`src/hw/rtl/kmc_pkg.sv`:
```
package kmc_pkg;

   localparam int COORD_BITS_DEF   = 16;
   localparam int MAX_POINTS_DEF   = 1024;
   localparam int MAX_CLUSTERS_DEF = 8;

   localparam int MODE_W   = 3;
   localparam int PN_W     = 10;
   localparam int SLOT_W   = 3;
   localparam int LABEL_W  = 3;
   localparam int CSR_IDX_W  = 2;
   localparam int CSR_DATA_W = 8;
   localparam int CCOUNT_W = 4;
   localparam int ITER_W   = 8;

   localparam logic [CCOUNT_W-1:0] CCOUNT_RESET = 4'd2;
   localparam logic [ITER_W-1:0]   ITER_RESET   = 8'd100;

   localparam logic [MODE_W-1:0] MODE_CLEAR  = 3'd0;
   localparam logic [MODE_W-1:0] MODE_APPEND = 3'd1;
   localparam logic [MODE_W-1:0] MODE_SEED   = 3'd2;
   localparam logic [MODE_W-1:0] MODE_RUN    = 3'd3;
   localparam logic [MODE_W-1:0] MODE_LABEL  = 3'd4;

   localparam logic [CSR_IDX_W-1:0] REG_CLUSTER_COUNT   = 2'd0;
   localparam logic [CSR_IDX_W-1:0] REG_ITERATION_LIMIT = 2'd1;

   localparam logic KIND_CENTROID = 1'b0;
   localparam logic KIND_LABEL    = 1'b1;

endpackage

```
`src/hw/rtl/kmc_div.sv`:
```
module kmc_div import kmc_pkg::*; #(
   parameter int SUM_W = COORD_BITS_DEF + 11,
   parameter int CNT_W = 11,
   parameter int Q_W   = COORD_BITS_DEF
) (
   input  logic                    clock,
   input  logic                    reset,
   input  logic                    start,
   input  logic signed [SUM_W-1:0] dividend,
   input  logic [CNT_W-1:0]        divisor,
   output logic                    done,
   output logic signed [Q_W-1:0]   quotient
);
   localparam int STEP_W = $clog2(SUM_W + 1);

   logic              busy_ff, busy_in;
   logic              done_ff, done_in;
   logic [STEP_W-1:0] step_ff, step_in;
   logic [SUM_W-1:0]  quo_ff, quo_in;
   logic [CNT_W-1:0]  rem_ff, rem_in;
   logic [CNT_W-1:0]  den_ff, den_in;
   logic              neg_ff, neg_in;
   logic [CNT_W:0]    trial;
   logic [SUM_W-1:0]  signed_quo;

   always_comb begin
      busy_in = busy_ff;
      done_in = 1'b0;
      step_in = step_ff;
      quo_in  = quo_ff;
      rem_in  = rem_ff;
      den_in  = den_ff;
      neg_in  = neg_ff;
      trial   = {rem_ff, quo_ff[SUM_W-1]};
      if (start) begin
         busy_in = 1'b1;
         step_in = STEP_W'(SUM_W);
         neg_in  = dividend[SUM_W-1];
         quo_in  = dividend[SUM_W-1] ? (~dividend + 1'b1) : dividend;
         rem_in  = '0;
         den_in  = divisor;
      end else if (busy_ff) begin
         // One restoring step: bring down a dividend bit and try the subtraction.
         if (trial >= {1'b0, den_ff}) begin
            rem_in = CNT_W'(trial - {1'b0, den_ff});
            quo_in = {quo_ff[SUM_W-2:0], 1'b1};
         end else begin
            rem_in = trial[CNT_W-1:0];
            quo_in = {quo_ff[SUM_W-2:0], 1'b0};
         end
         step_in = step_ff - 1'b1;
         if (step_ff == STEP_W'(1)) begin
            busy_in = 1'b0;
            done_in = 1'b1;
         end
      end
   end

   always_ff @(posedge clock) begin
      if (reset) begin
         busy_ff <= 1'b0;
         done_ff <= 1'b0;
      end else begin
         busy_ff <= busy_in;
         done_ff <= done_in;
      end
      step_ff <= step_in;
      quo_ff  <= quo_in;
      rem_ff  <= rem_in;
      den_ff  <= den_in;
      neg_ff  <= neg_in;
   end

   assign signed_quo = neg_ff ? (~quo_ff + 1'b1) : quo_ff;
   assign quotient   = signed_quo[Q_W-1:0];
   assign done       = done_ff;
endmodule

```
`config.mk`:
```
export PLATFORM = sky130hd
export DESIGN_NAME = kmc_div
export DESIGN_NICKNAME = d
export VERILOG_FILES = /design/src/hw/rtl/kmc_pkg.sv /design/src/hw/rtl/kmc_div.sv
export SDC_FILE = /design/constraint.sdc
export NUM_CORES = 1
export LEC_CHECK = 0
export BUFFER_PORTS_ARGS = -buffer_cell sky130_fd_sc_hd__buf_2
export CAP_MARGIN = 10
export CELL_PAD_IN_SITES_DETAIL_PLACEMENT = 1
export CELL_PAD_IN_SITES_GLOBAL_PLACEMENT = 1
export CORE_MARGIN = 2
export CORE_UTILIZATION = 40
export DETAILED_ROUTE_END_ITERATION = 10
export GPL_ROUTABILITY_DRIVEN = 0
export GPL_TIMING_DRIVEN = 0
export PLACE_DENSITY = 0.77
export SLEW_MARGIN = 20
export SYNTH_ARGS = -nofsm -noshare
export SYNTH_HDL_FRONTEND = slang
export SYNTH_SLANG_ARGS = --single-unit
```
`constraint.sdc`:
```
create_clock -name clock -period 3 [get_ports clock]
set_input_delay 0.6 -clock clock [delete_from_list [all_inputs] [get_ports clock]]
set_output_delay 0.6 -clock clock [all_outputs]
set_load 0.01 [all_outputs]
```
# Yosys cells after proc, flatten, opt, wreduce, memory -nomap -nowiden
# Index checks and enable logic that the tools add are counted.
# word_totals
register_bits,57
out_inout_bits,17
# op_classes
n_addsub,4
magnitude_cmp,1
n_eq_ne,1
muxes,10
bitwise,3
n_reduce_logical,2
# ops
operator,n
$mux 27,3
$add 27x1->27 const B,1
$not 27->27,1
$add 16x1->16 const B,1
$mux 16,1
$not 16->16,1
$ge 12x11->1,1
$mux 11,1
$sub 11x11->11,1
$eq 5x1->1 const B,1
$mux 1,5
$sub 5x1->5 const B,1
$reduce_or 3->1,1
$reduce_bool 2->1,1
$not 1->1,1

# Depth between registers and ports, before layout
# depth
ltp_word,4
depth_mapped,11

# Worst setup path after synthesis
# OpenSTA, ideal clock, no wires.
# synth_path
kind,input -> register
from,input dividend[5]
to,register quo_ff[24] (data pin)
t_arrival_ns,2.619
required_time_ns,2.730
slack_ns,0.111
path_stages,7
n_path_buf,1
path_cell_list,or4_4 -> or3_4 -> or4b_1 -> buf_2 -> o41ai_4 -> xor2_1 -> a21oi_1
# synth_between
elab_chain_cells,4
# synth_lines
element,line,text
start: declaration,kmc_div.sv:9,"input logic signed [SUM_W-1:0] dividend,"
$not 27->27,kmc_div.sv:39,quo_in = dividend[SUM_W-1] ? (~dividend + 1'b1) : dividend;
$add 27x1->27,kmc_div.sv:39,
$mux 27,kmc_div.sv:39,
$mux 27,kmc_div.sv:35,if (start) begin
via quo_in[24],kmc_div.sv:19,"logic [SUM_W-1:0] quo_ff, quo_in;"
end signal: assignment,kmc_div.sv:68,quo_ff <= quo_in;
end: declaration,kmc_div.sv:19,
# The timed path passes the listed nets, and every way through them passes these cells.
# A chain may end at the register's enable or synchronous reset.

# Worst setup path in the final report
# layout_path
from,register quo_ff[0]
to,output quotient[12]
# layout_between
elab_chain_cells,3
# layout_lines
element,line,text
$not 16->16,kmc_div.sv:74,assign signed_quo = neg_ff ? (~quo_ff + 1'b1) : quo_ff;
$add 16x1->16,kmc_div.sv:74,
$mux 16,kmc_div.sv:74,
end: declaration,kmc_div.sv:12,output logic signed [Q_W-1:0] quotient
# No other way between the ends.

==> run_results.csv <==
group,metric,value,unit
run_status,status,"completed",
logic_synthesis,synth_edf_count,39,
logic_synthesis,netlist_instances,379,
logic_synthesis,ys_ff_latch,57,
layout,final_util,49.2,%
detailed_routing,wl_met2,4670,um
critical_path,path_max_fanout,3,
critical_path,cp-end-kind,"output port",
global_route,grt_pass1_vias,3198,
logic_synthesis,synth_warnings,0,
logic_synthesis,seq_area_frac_synth,41.7,%
timing,fin_crit_sh,97.3,%
timing,tns,0,ps
detailed_routing,wl_met1,4630,um
timing,hold_violations,0,
place,portBuffers,56,
critical_path,critPathArrivalTime,2320,ps
timing,setup_viol,0,
timing,setup_slack,80.4,ps
cts,cts_root_buf,"clkbuf_8",
logic_synthesis,avgSynthCellArea,9.68,um2
detailed_routing,drt_iter0_drc,72,
critical_path,r2r_end,"rem_ff[10]",
power_and_ir_drop,peakVddDrop,197,uV
critical_path,cp.required,2400,ps
layout,area_growth_syn_to_layout,18.0,%
detailed_routing,dr_total_vias,3069,
die,die_area,9950,um2
layout,fin_cells,563,
timing,relSlewSlack,32.6,%
detailed_routing,route.detailed.drc,0,
critical_path,startpoint,"quo_ff[0]",
detailed_routing,dr.max_layer_used,"met4",
layout,multiInputGateArea,2020,um2
die,die_height,99.8,um
critical_path,rr_startpoint,"den_ff[0]",
layout,fill_cells,1046,
global_route,grt_max_degree,28,
layout,final_nets,507,
global_route,grt.overflow.total,0,
critical_path,critPathLaunchType,"flip-flop",
detailed_routing,routed_wl,9780,um
layout,drive_above_1_share,21.8,%
power_and_ir_drop,power.density,500,nW/um2
layout,regArea,1530,um2
detailed_routing,final_antenna_net_count,0,
logic_synthesis,netlist_area,3670,um2
detailed_routing,drtPass1Iterations,4,
timing,rsz0062_at_grt,"yes",
place,place_ws,-221,ps
min_path,min_path_type,"input pin to flip-flop",
critical_path,worstSetupPathType,"flip-flop to output port",
detailed_routing,via_per_inst,5.45,
die,io_pins,58,
place,hpwlAfterDp,7350,um
die,initial_core_util,41.7,%
cts,htree_levels,3,
die,core,8810,um2
logic_synthesis,syn_nets,436,
logic_synthesis,synthFlopType,"edfxtp_1",
cts,cts_num_sinks,57,
logic_synthesis,synthArstFlopShare,0,%
die,num_rows,34,
critical_path,r2r_setup_slack,210,ps
timing,period_needed,2920,ps
cts,clockBufferDepth,2,
global_route,antenna_found_initial,0,
detailed_routing,route.met3.wl,344,um
power_and_ir_drop,leakagePower,0.00177,uW
logic_synthesis,yosysUniqueCellTypes,50,
global_route,grtUsageTotal,20.7,%
cts,clk_latency,350,ps
timing,finClkSkew,9.98,ps
cts,cts_tree,"built",
cts,cts_made_buffers,9,
timing,fmax,343,MHz
detailed_routing,wl_per_cell,17.4,um
critical_path,endpoint,"quotient[12]",
layout,insertedDiodeCount,0,
critical_path,worstRegToRegCells,10,
global_route,grt_pass1_wl,16200,um
die,dieWidth,99.8,um
place,dpl.cell_count,543,
timing,tightest_slew,1000,ps
flow_run,cap_viol_max_count,0,
timing,drv_slew,0,
cts,clk_pin_slew,70,ps
-- layout by cell type, fill, tap and decap left out, drive strengths merged, types with 2 or more instances in the layout --
master	synthesis	final
clkbuf	10	20
a211oi	5	5
clkinv	0	5
xnor2	28	28
xor2	20	20
nand2b	8	8
dfxtp	18	18
buf	6	67
edfxtp	39	39
inv	23	22
nor4b	2	2
o21a	5	5
nor3	12	12
or4b	2	2
a21oi	23	23
o2111ai	2	2
nor2	41	41
o41ai	5	5
and3	2	2
o31a	3	3
nor4	4	4
mux2	11	11
ha	15	15
nor2b	3	3
o21ai	19	19
nand3b	2	2
o31ai	12	12
or4	7	7
mux2i	8	8
or3	7	7
nand2	25	25
-- metrics by stage --
| step | power (uW) | hold WS [ps] | area (um2) |
|---|---|---|---|
| 6_report | 2170 | 430 | 4330 |
| 5_1_grt | 2270 | 421 | 4330 |
| 4_1_cts | 2170 | 420 | 4280 |
| 3_5_place_dp | 1480 | 489 | 4080 |
| 3_3_place_gp | 1460 | 481 | 4080 |
| 2_1_floorplan | 1300 | 453 | 3670 |
-- sequential cells by signal, summed over array words and instances (netlist names) --
signal / count
busy_ff: 1
rem_ff: 11
step_ff: 5
quo_ff: 27
den_ff: 11
neg_ff: 1
done: 1
-- critical path: stages (launching register included) --
cell and delay (ps):
edfxtp_1 440, inv_1 90, ha_2 170, nand2b_1 80, or4_4 460, nor2_4 130
nand2_4 80, o31ai_4 240, xnor2_1 140, buf_2 150
-- worst min-delay path by stage --
stage                 to       start  depth (start not counted)
5_1_grt        den_ff[1]  divisor[1]                          1
3_5_place_dp   rem_ff[7]   rem_ff[7]                          2
4_1_cts        den_ff[0]  divisor[0]                          1
3_3_place_gp   rem_ff[9]   rem_ff[9]                          2
6_report       den_ff[4]  divisor[4]                          1
2_1_floorplan  rem_ff[2]   rem_ff[2]                          2
-- what timing repair did --
action | CTS | global route
hold buffers | 0 | 0
buffers inserted | 1 | 3
endpoints found under the hold margin | 0 | 0
resized for setup | 1 | 10
pin swaps | 0 | 2
endpoints found under the setup margin | 2 | 10
-- where the power goes --
part           switching [uW]  internal [uW]
Combinational             278            218
Sequential               58.3            925
Clock                     311            377
-- cell usage after synthesis, types with 2 or more instances --
cell type,number,share of area (%)
buf_1,4,0.41
xor2_1,20,4.8
o21a_1,5,1.0
nand2b_1,8,1.4
o21ai_0,19,2.6
nor4_1,4,0.68
and3_1,2,0.34
nand2_1,25,2.6
mux2_2,11,3.4
nand3b_1,2,0.41
nor2_1,41,4.2
mux2i_1,8,2.2
nor2b_1,3,0.51
clkbuf_1,10,1.0
ha_1,15,5.1
a21oi_1,23,3.1
o2111ai_1,2,0.48
nor4b_1,2,0.48
o31ai_1,11,2.3
or3_1,6,1.0
o41ai_1,3,0.72
dfxtp_1,18,9.8
or4_1,6,1.2
xnor2_1,28,6.7
nor3_1,12,1.6
a211oi_1,5,1.0
o31a_1,3,0.72
edfxtp_1,39,32
inv_1,23,2.4
-- metal layers --
metal / global-route usage, % / vias up
li1: - / 1517
met1: 27.5 / 1489
met2: 34.5 / 53
met3: 3.44 / 10
met4: 6.32 / 0
met5: 0 / -
-- cell type report --
| cell class | count | share of cell area [%] |
|---|---|---|
| buffer | 16 | 1.53 |
| tap | 108 | 3.12 |
| multi-input combinational | 283 | 46.7 |
| sequential | 57 | 35.4 |
| clock inverter | 5 | 1.13 |
| clock buffer | 11 | 3.03 |
| inverter | 23 | 1.99 |
| timing repair buffer | 60 | 7.17 |
-- cells by family (layout without fill, tap and decap cells) --
logic type / after synthesis / count (layout) / share of synthesized area (%)
buffers and inverters: 39 / 115 / 4.13
and+or+nand+nor: 117 / 117 / 15.9
muxes: 19 / 19 / 5.56
AOI/OAI and AO/OA: 83 / 83 / 15.6
adders and majority gates: 16 / 16 / 5.66
xor gates and xnor gates: 48 / 48 / 11.5
DFF: 57 / 57 / 41.7
Note: power is estimated with default switching activity, not from simulation.
