**src/hw/rtl/kmc_pkg.sv**
```systemverilog
package kmc_pkg;

   localparam int COORD_BITS_DEF   = 16;
   localparam int MAX_POINTS_DEF   = 1024;
   localparam int MAX_CLUSTERS_DEF = 8;

   localparam int MODE_W   = 3;
   localparam int PN_W     = 10;
   localparam int SLOT_W   = 3;
   localparam int LABEL_W  = 3;
   localparam int CSR_IDX_W  = 2;
   localparam int CSR_DATA_W = 8;
   localparam int CCOUNT_W = 4;
   localparam int ITER_W   = 8;

   localparam logic [CCOUNT_W-1:0] CCOUNT_RESET = 4'd2;
   localparam logic [ITER_W-1:0]   ITER_RESET   = 8'd100;

   localparam logic [MODE_W-1:0] MODE_CLEAR  = 3'd0;
   localparam logic [MODE_W-1:0] MODE_APPEND = 3'd1;
   localparam logic [MODE_W-1:0] MODE_SEED   = 3'd2;
   localparam logic [MODE_W-1:0] MODE_RUN    = 3'd3;
   localparam logic [MODE_W-1:0] MODE_LABEL  = 3'd4;

   localparam logic [CSR_IDX_W-1:0] REG_CLUSTER_COUNT   = 2'd0;
   localparam logic [CSR_IDX_W-1:0] REG_ITERATION_LIMIT = 2'd1;

   localparam logic KIND_CENTROID = 1'b0;
   localparam logic KIND_LABEL    = 1'b1;

endpackage

```
**src/hw/rtl/kmc_cell.sv**
```systemverilog
module kmc_cell import kmc_pkg::*; #(
   parameter int COORD_BITS   = COORD_BITS_DEF,
   parameter int MAX_POINTS   = MAX_POINTS_DEF,
   parameter int MAX_CLUSTERS = MAX_CLUSTERS_DEF,
   parameter int CELL_INDEX   = 0,
   localparam int PT_W   = $clog2(MAX_POINTS + 1),
   localparam int AW     = $clog2(MAX_POINTS),
   localparam int CL_W   = (MAX_CLUSTERS > 1) ? $clog2(MAX_CLUSTERS) : 1,
   localparam int SUM_W  = COORD_BITS + PT_W,
   localparam int DIST_W = 2 * COORD_BITS + 4
) (
   input  logic                         clock,
   input  logic                         reset,
   input  logic                         enable,
   input  logic                         in_valid,
   input  logic [AW-1:0]                in_idx,
   input  logic signed [COORD_BITS-1:0] in_px,
   input  logic signed [COORD_BITS-1:0] in_py,
   input  logic signed [COORD_BITS-1:0] in_pz,
   input  logic [DIST_W-1:0]            in_dist,
   input  logic [CL_W-1:0]              in_label,
   output logic                         out_valid,
   output logic [AW-1:0]                out_idx,
   output logic signed [COORD_BITS-1:0] out_px,
   output logic signed [COORD_BITS-1:0] out_py,
   output logic signed [COORD_BITS-1:0] out_pz,
   output logic [DIST_W-1:0]            out_dist,
   output logic [CL_W-1:0]              out_label,
   input  logic                         acc_clear,
   input  logic                         acc_valid,
   input  logic [CL_W-1:0]              acc_label,
   input  logic signed [COORD_BITS-1:0] acc_px,
   input  logic signed [COORD_BITS-1:0] acc_py,
   input  logic signed [COORD_BITS-1:0] acc_pz,
   input  logic [2:0]                   cent_we,
   input  logic signed [COORD_BITS-1:0] cent_wx,
   input  logic signed [COORD_BITS-1:0] cent_wy,
   input  logic signed [COORD_BITS-1:0] cent_wz,
   output logic signed [COORD_BITS-1:0] cent_x,
   output logic signed [COORD_BITS-1:0] cent_y,
   output logic signed [COORD_BITS-1:0] cent_z,
   output logic signed [SUM_W-1:0]      sum_x,
   output logic signed [SUM_W-1:0]      sum_y,
   output logic signed [SUM_W-1:0]      sum_z,
   output logic [PT_W-1:0]              count
);
   localparam int SQ_W = 2 * COORD_BITS + 2;

   logic signed [COORD_BITS-1:0] cx_ff, cy_ff, cz_ff;
   logic signed [COORD_BITS:0]   dx, dy, dz;
   logic signed [SQ_W-1:0]       prod_x, prod_y, prod_z;

   logic                         s1_valid_ff;
   logic [AW-1:0]                s1_idx_ff;
   logic signed [COORD_BITS-1:0] s1_px_ff, s1_py_ff, s1_pz_ff;
   logic [DIST_W-1:0]            s1_dist_ff;
   logic [CL_W-1:0]              s1_label_ff;
   logic [SQ_W-1:0]              s1_sqx_ff, s1_sqy_ff, s1_sqz_ff;

   logic [DIST_W-1:0]            dist_in;
   logic                         take;

   logic                         s2_valid_ff;
   logic [AW-1:0]                s2_idx_ff;
   logic signed [COORD_BITS-1:0] s2_px_ff, s2_py_ff, s2_pz_ff;
   logic [DIST_W-1:0]            s2_dist_ff;
   logic [CL_W-1:0]              s2_label_ff;

   logic signed [SUM_W-1:0]      sx_ff, sy_ff, sz_ff;
   logic [PT_W-1:0]              cnt_ff;

   assign dx     = (COORD_BITS + 1)'(in_px) - (COORD_BITS + 1)'(cx_ff);
   assign dy     = (COORD_BITS + 1)'(in_py) - (COORD_BITS + 1)'(cy_ff);
   assign dz     = (COORD_BITS + 1)'(in_pz) - (COORD_BITS + 1)'(cz_ff);
   assign prod_x = dx * dx;
   assign prod_y = dy * dy;
   assign prod_z = dz * dz;

   // Strict comparison keeps the lower cluster on a tie.
   assign dist_in = DIST_W'(s1_sqx_ff) + DIST_W'(s1_sqy_ff) + DIST_W'(s1_sqz_ff);
   assign take    = enable && (dist_in < s1_dist_ff);

   always_ff @(posedge clock) begin
      if (reset) begin
         s1_valid_ff <= 1'b0;
         s2_valid_ff <= 1'b0;
      end else begin
         s1_valid_ff <= in_valid;
         s2_valid_ff <= s1_valid_ff;
      end
      s1_idx_ff   <= in_idx;
      s1_px_ff    <= in_px;
      s1_py_ff    <= in_py;
      s1_pz_ff    <= in_pz;
      s1_dist_ff  <= in_dist;
      s1_label_ff <= in_label;
      s1_sqx_ff   <= unsigned'(prod_x);
      s1_sqy_ff   <= unsigned'(prod_y);
      s1_sqz_ff   <= unsigned'(prod_z);
      s2_idx_ff   <= s1_idx_ff;
      s2_px_ff    <= s1_px_ff;
      s2_py_ff    <= s1_py_ff;
      s2_pz_ff    <= s1_pz_ff;
      s2_dist_ff  <= take ? dist_in : s1_dist_ff;
      s2_label_ff <= take ? CL_W'(CELL_INDEX) : s1_label_ff;
   end

   always_ff @(posedge clock) begin
      if (cent_we[0]) begin
         cx_ff <= cent_wx;
      end
      if (cent_we[1]) begin
         cy_ff <= cent_wy;
      end
      if (cent_we[2]) begin
         cz_ff <= cent_wz;
      end
      if (acc_clear) begin
         sx_ff  <= '0;
         sy_ff  <= '0;
         sz_ff  <= '0;
         cnt_ff <= '0;
      end else if (acc_valid && (acc_label == CL_W'(CELL_INDEX))) begin
         sx_ff  <= sx_ff + SUM_W'(acc_px);
         sy_ff  <= sy_ff + SUM_W'(acc_py);
         sz_ff  <= sz_ff + SUM_W'(acc_pz);
         cnt_ff <= cnt_ff + 1'b1;
      end
   end

   assign out_valid = s2_valid_ff;
   assign out_idx   = s2_idx_ff;
   assign out_px    = s2_px_ff;
   assign out_py    = s2_py_ff;
   assign out_pz    = s2_pz_ff;
   assign out_dist  = s2_dist_ff;
   assign out_label = s2_label_ff;
   assign cent_x    = cx_ff;
   assign cent_y    = cy_ff;
   assign cent_z    = cz_ff;
   assign sum_x     = sx_ff;
   assign sum_y     = sy_ff;
   assign sum_z     = sz_ff;
   assign count     = cnt_ff;
endmodule

```
**config.mk**
```make
export PLATFORM = sky130hd
export DESIGN_NAME = kmc_cell
export DESIGN_NICKNAME = d
export VERILOG_FILES = /design/src/hw/rtl/kmc_pkg.sv /design/src/hw/rtl/kmc_cell.sv
export SDC_FILE = /design/constraint.sdc
export NUM_CORES = 2
export LEC_CHECK = 0
export BUFFER_PORTS_ARGS = -buffer_cell sky130_fd_sc_hd__buf_4
export CAP_MARGIN = 20
export CELL_PAD_IN_SITES_DETAIL_PLACEMENT = 0
export CELL_PAD_IN_SITES_GLOBAL_PLACEMENT = 1
export CORE_MARGIN = 4
export CORE_UTILIZATION = 25
export DETAILED_ROUTE_END_ITERATION = 10
export HOLD_SLACK_MARGIN = 0.15
export PLACE_DENSITY_LB_ADDON = 0.2
export SYNTH_ARGS = -nofsm -noshare
export SYNTH_HDL_FRONTEND = slang
export SYNTH_SLANG_ARGS = --single-unit
```
**constraint.sdc**
```tcl
create_clock -name clock -period 11.6 [get_ports clock]
set_input_delay 0 -clock clock [delete_from_list [all_inputs] [get_ports clock]]
set_output_delay 0 -clock clock [all_outputs]
set_load 0.005 [all_outputs]
```
== Word level (Yosys, flattened, before mapping) ==
Cells that the tools add are included.
Operators by class
  muxes and demuxes: 1
  $add $sub $neg: 9
  order comparisons: 1
  multiply operators: 3
  reduce and logical (&&, ||, !) cells: 3
Operator list (count)
  multiplier 17 x 17 -> 34 bit: 3
  adder 27 x 16 -> 27 bit: 3
  subtractor 16 x 16 -> 17 bit: 3
  adder 35 x 34 -> 36 bit: 1
  < comparator 36 bit: 1
  2-to-1 mux 36 bit: 1
  adder 34 x 34 -> 35 bit: 1
  adder 11 x 1 -> 11 bit (second input constant): 1
  logical NOT 3 bit: 1
  logical AND 1 bit: 2
Word-level totals
  logic and storage cells: 41
  input bits: 205
  register bits after elaboration: 438

== Logic depth before layout (Yosys ltp) ==
  depth in word-level cells: 5
  mapped depth: 38
  gate-level depth less buffers: 36

== Worst setup path after synthesis ==
Ideal clock, no wire load.
  path type: reg-to-reg
  start: register cy_ff[2] (netlist: cent_y[2])
  end: register s1_sqy_ff[33]
  setup slack: 3.463 ns
  period minus slack after synthesis: 8.137 ns
  path buffers: 2
  library setup time: 0.072 ns
  data arrival time: 8.065 ns
  stages on the path, launching flop included: 37
  cell sequence: edfxtp_1 inv_1 ha_1 nor2b_4 o21ai_2 a21boi_2 o211ai_2 a21oi_2 or4_4 and3_1 o31ai_2 a31o_1 buf_6 inv_4 buf_6 nor2_1 fa_1 fa_1 inv_1 fa_1 inv_1 fa_1 fa_1 inv_1 fa_1 inv_1 ha_1 a21o_1 a21o_1 a21oi_1 nand2b_1 o2111ai_2 a31oi_1 or4_1 a31o_1 a21oi_2 xnor2_1
On the way
  longest elaborated chain between the ends: 2
RTL lines
  from (decl): line kmc_cell.sv:49  | logic signed [COORD_BITS-1:0] cx_ff, cy_ff, cz_ff;
  from (signal assigned): line kmc_cell.sv:113  | cy_ff <= cent_wy;
  subtractor 16 x 16 -> 17 bit: line kmc_cell.sv:73  | assign dy = (COORD_BITS + 1)'(in_py) - (COORD_BITS + 1)'(cy_ff);
  multiplier 17 x 17 -> 34 bit: line kmc_cell.sv:76  | assign prod_y = dy * dy;
  net prod_y[33]: line kmc_cell.sv:51  | logic signed [SQ_W-1:0] prod_x, prod_y, prod_z;
  to (signal assigned): line kmc_cell.sv:98  | s1_sqy_ff <= unsigned'(prod_y);
  to (decl): line kmc_cell.sv:58  | logic [SQ_W-1:0] s1_sqx_ff, s1_sqy_ff, s1_sqz_ff;
The timed path passes the listed nets, and every way through them passes these cells.
A chain may end at the register's enable or synchronous reset.

== Worst setup path after layout ==
  start: register cx_ff[0] (netlist: cent_x[0])
  end: register s1_sqx_ff[25]
On the way
  longest elaborated chain between the ends: 2
RTL lines
  from (decl): line kmc_cell.sv:49
  from (signal assigned): line kmc_cell.sv:110  | cx_ff <= cent_wx;
  subtractor 16 x 16 -> 17 bit: line kmc_cell.sv:72  | assign dx = (COORD_BITS + 1)'(in_px) - (COORD_BITS + 1)'(cx_ff);
  multiplier 17 x 17 -> 34 bit: line kmc_cell.sv:75  | assign prod_x = dx * dx;
  net prod_x[25]: line kmc_cell.sv:51
  to (signal assigned): line kmc_cell.sv:97  | s1_sqx_ff <= unsigned'(prod_x);
  to (decl): line kmc_cell.sv:58
The timed path passes the listed nets, and every way through them passes these cells.

==> summary.md <==
| Metric | Value |
|---|---|
| Status | finished, final reports clean |
| DIE AREA | 0.203 sq mm |
| Detailed-placement wirelength estimate | 118000 microns |
| Synth Area in Adders | 46.3% |
| Synthesized cell area | 0.0489 sq mm |
| First drt pass iteration count | 5 |
| Post-CTS Setup Inserts | 0 |
| Rel. slew slack | 36.5% |
| Synthesis-stage register bit count | 435 |
| CP max-delay cell | inv_1 |
| Root Buffer | clkbuf_16 |
| Most frequent CP cell | fa_1 |
| Final setup vio count | 0 |
| Largest net degree at the start of global routing | 60 |
| Startpoint Class | flip-flop |
| Starting Density | 25.1% |
| Max frequency | 104 MHz |
| Placed Instance Area | 0.0552 sq mm |
| Design area | 0.0613 sq mm |
| Final net count | 7469 |
| CP endpoint kind | flip-flop |
| Post-synth cell types | 87 |
| Layout cells sized above 1 | 11.4% |
| RSZ-0062 raised after global routing | no |
| Initial antenna violation count | 2 |
| Clock Latency Late Sink | 0.70 ns |
| Max incr delay on CP | 0.68 ns |
| Final wirelength | 146000 microns |
| Synth warn | 0 |
| Total Neg Setup Slack | 0 ns |
| Via Count | 36500 |
| Commonest cells in the netlist | inv_1, fa_1, nand2_1 |
| DIE WIDTH | 450 microns |
| # DRC | 0 |
| Fin. max-slew vios | 0 |
| Gr usage total | 14.7% |
| CTS tree | built |
| Via density | 4.27 |
| Critical path required time | 12.19 ns |
| Async SR Flop Fraction | 0% |
| Yosys top cell by area | fa_1 |
| Synthesized instance count | 5146 |
| Synth Area in XOR/XNOR | 4.36% |
| Clk sinks | 435 |
| Number of gates resized after cts | 0 |
| Clock skew | 0.0616 ns |
| Max cap viols | 0 |
| Top cells by area, synth | fa_1, dfxtp_1, ha_1 |
| Synth top area share | 34.9% |
| CP max FO | 21 |
| Routed WL per cell | 17.0 microns |
| Height of the die | 450 microns |
| Part of the cycle the worst path needs | 82.8% |
| CTS buffer count | 60 |
| Fin. Hold Viols | 0 |
| Hold Crit Class | input port to flip-flop |
| Detail Route Antenna Nets | 0 |
| H-tree levels | 2 |
| Syn avg cell area | 9.50 sq um |
| Worst Setup Slack, final | 1.99 ns |
| Main flop type after synthesis | dfxtp_1 |
| I/O Buffers | 442 |
| Simple-Gate Fraction of Synth Area | 10.5% |
| Num rows | 162 |
| Most instantiated library cell after synthesis | inv_1 |
| Worst-path clk slew | 0.06 ns |
| Tmin final | 9.61 ns |
| GR Overflow Total | 0 |
| # IOs | 443 |
| Synth Area in Compound Gates | 9.06% |
| First-iteration detailed-routing DRC count | 1398 |
| Area grow syn2layout | 25.4% |
| Core Region | 0.195 sq mm |
| First-pass GRT wire length | 235000 microns |
| Vias in the first global route | 40900 |
| Pre-CTS setup slack | 1.99 ns |
| Post-synthesis mux area share | 1.05% |
| Setup CP Type | flip-flop to flip-flop |
| Worst-Margin Slew | 0.948 ns |
| Seq/Total Area, Yosys | 18.8% |
| # fillers | 20500 |
| Crit path DAT | 10.19 ns |
| CTS Buffer Depth | 3 |
| RePlAce Congestion | 0.819 |
| Largest family of logic cells by synthesized area | adder cells |
| Post-synth EDFFs | 48 |
[cell type report]
type	count	area [sq um]	share of cell area, %
Antenna cell	3	7.51	0.0122
Clock buffer	73	1560	2.55
Clock inverter	40	524	0.855
Inverter	1151	4330	7.06
Multi-Input combinational cell	3441	34900	57.0
Sequential cell	435	9190	15.0
Tap cell	2542	3180	5.19
Timing Repair Buffer	878	7590	12.4
[layout by cell type (no fill, tap or decap), types with 44 or more instances in the layout]
cell type      synthesis  routed
inv_1               1135    1135
fa_1                 851     851
buf_4                  5     481
nand2_1              471     471
ha_1                 446     446
dlygate4sd3_1          0     396
dfxtp_1              387     387
nor2_1               365     364
a21oi_1              254     254
xnor2_1              179     175
a21o_1               106     106
o21ai_0               91      91
xor2_1                64      62
clkbuf_16              0      60
nand3_1               55      55
edfxtp_1              48      48
nor3_1                47      47
nor2b_1               44      44
[layer usage]
metal / GRT usage (%) / wire (microns) / vias to the layer above
met2: 25.4 / 70300 / 655
met4: 3.11 / 3020 / 0
met1: 19.5 / 66500 / 18100
met3: 1.99 / 5770 / 128
met5: 0 / 0 / -
li1: - / - / 17700
[worst max-delay path, delay by kind of cell (launching register included)]
| family | cells | cell delay, ns |
|---|---|---|
| flops | 1 | 0.39 |
| fa+ha+maj | 9 | 4.05 |
| compound gates | 13 | 3.03 |
| simple gates | 5 | 1.11 |
| buf+inv | 5 | 0.89 |
[kinds of logic after synthesis]
family	Yosys count
AO/OA/AOI/OAI	688
other	2
multiplexers	47
flip-flops	435
adder cells (fa/ha/maj)	1297
XOR/XNOR	243
buffers and inverters	1271
AND/OR/NAND/NOR	1163
[state kept, by name, indices dropped and copies added (netlist names), 27 cells and up]
name / cells
out_dist: 36
s1_dist_ff: 36
s1_sqx_ff: 33
s1_sqy_ff: 33
s1_sqz_ff: 33
sum_x: 27
sum_y: 27
sum_z: 27
[repair_timing]
action | CTS | global route
endpoints found under the setup margin | 0 | 0
hold endpoints to repair | 283 | 0
hold buffers | 397 | 0
[final timing paths]
kind,start,to,slack (ns),cells past startpoint
setup / recovery,cent_x[0],s1_sqx_ff[25],1.99,32
hold / removal,cent_we[0],cent_x[9],0.24,2
setup reg to reg,cent_x[0],s1_sqx_ff[25],1.99,32
hold reg to reg,s1_px_ff[11],out_px[11],0.28,0
[metrics by stage]
step / utilization [%] / hold slack, ns / std cells
2_1_floorplan: - / 0.0277 / 5147
3_5_place_dp: 28.4 / 0.106 / 8050
5_1_grt: 31.5 / 0.209 / 8562
6_report: 31.5 / 0.243 / 8563
3_3_place_gp: 28.4 / 0.105 / 8050
4_1_cts: 31.5 / 0.153 / 8560
Power is not shown: default switching activity piles up to over one toggle a cycle in this logic, so the estimate is an artifact.
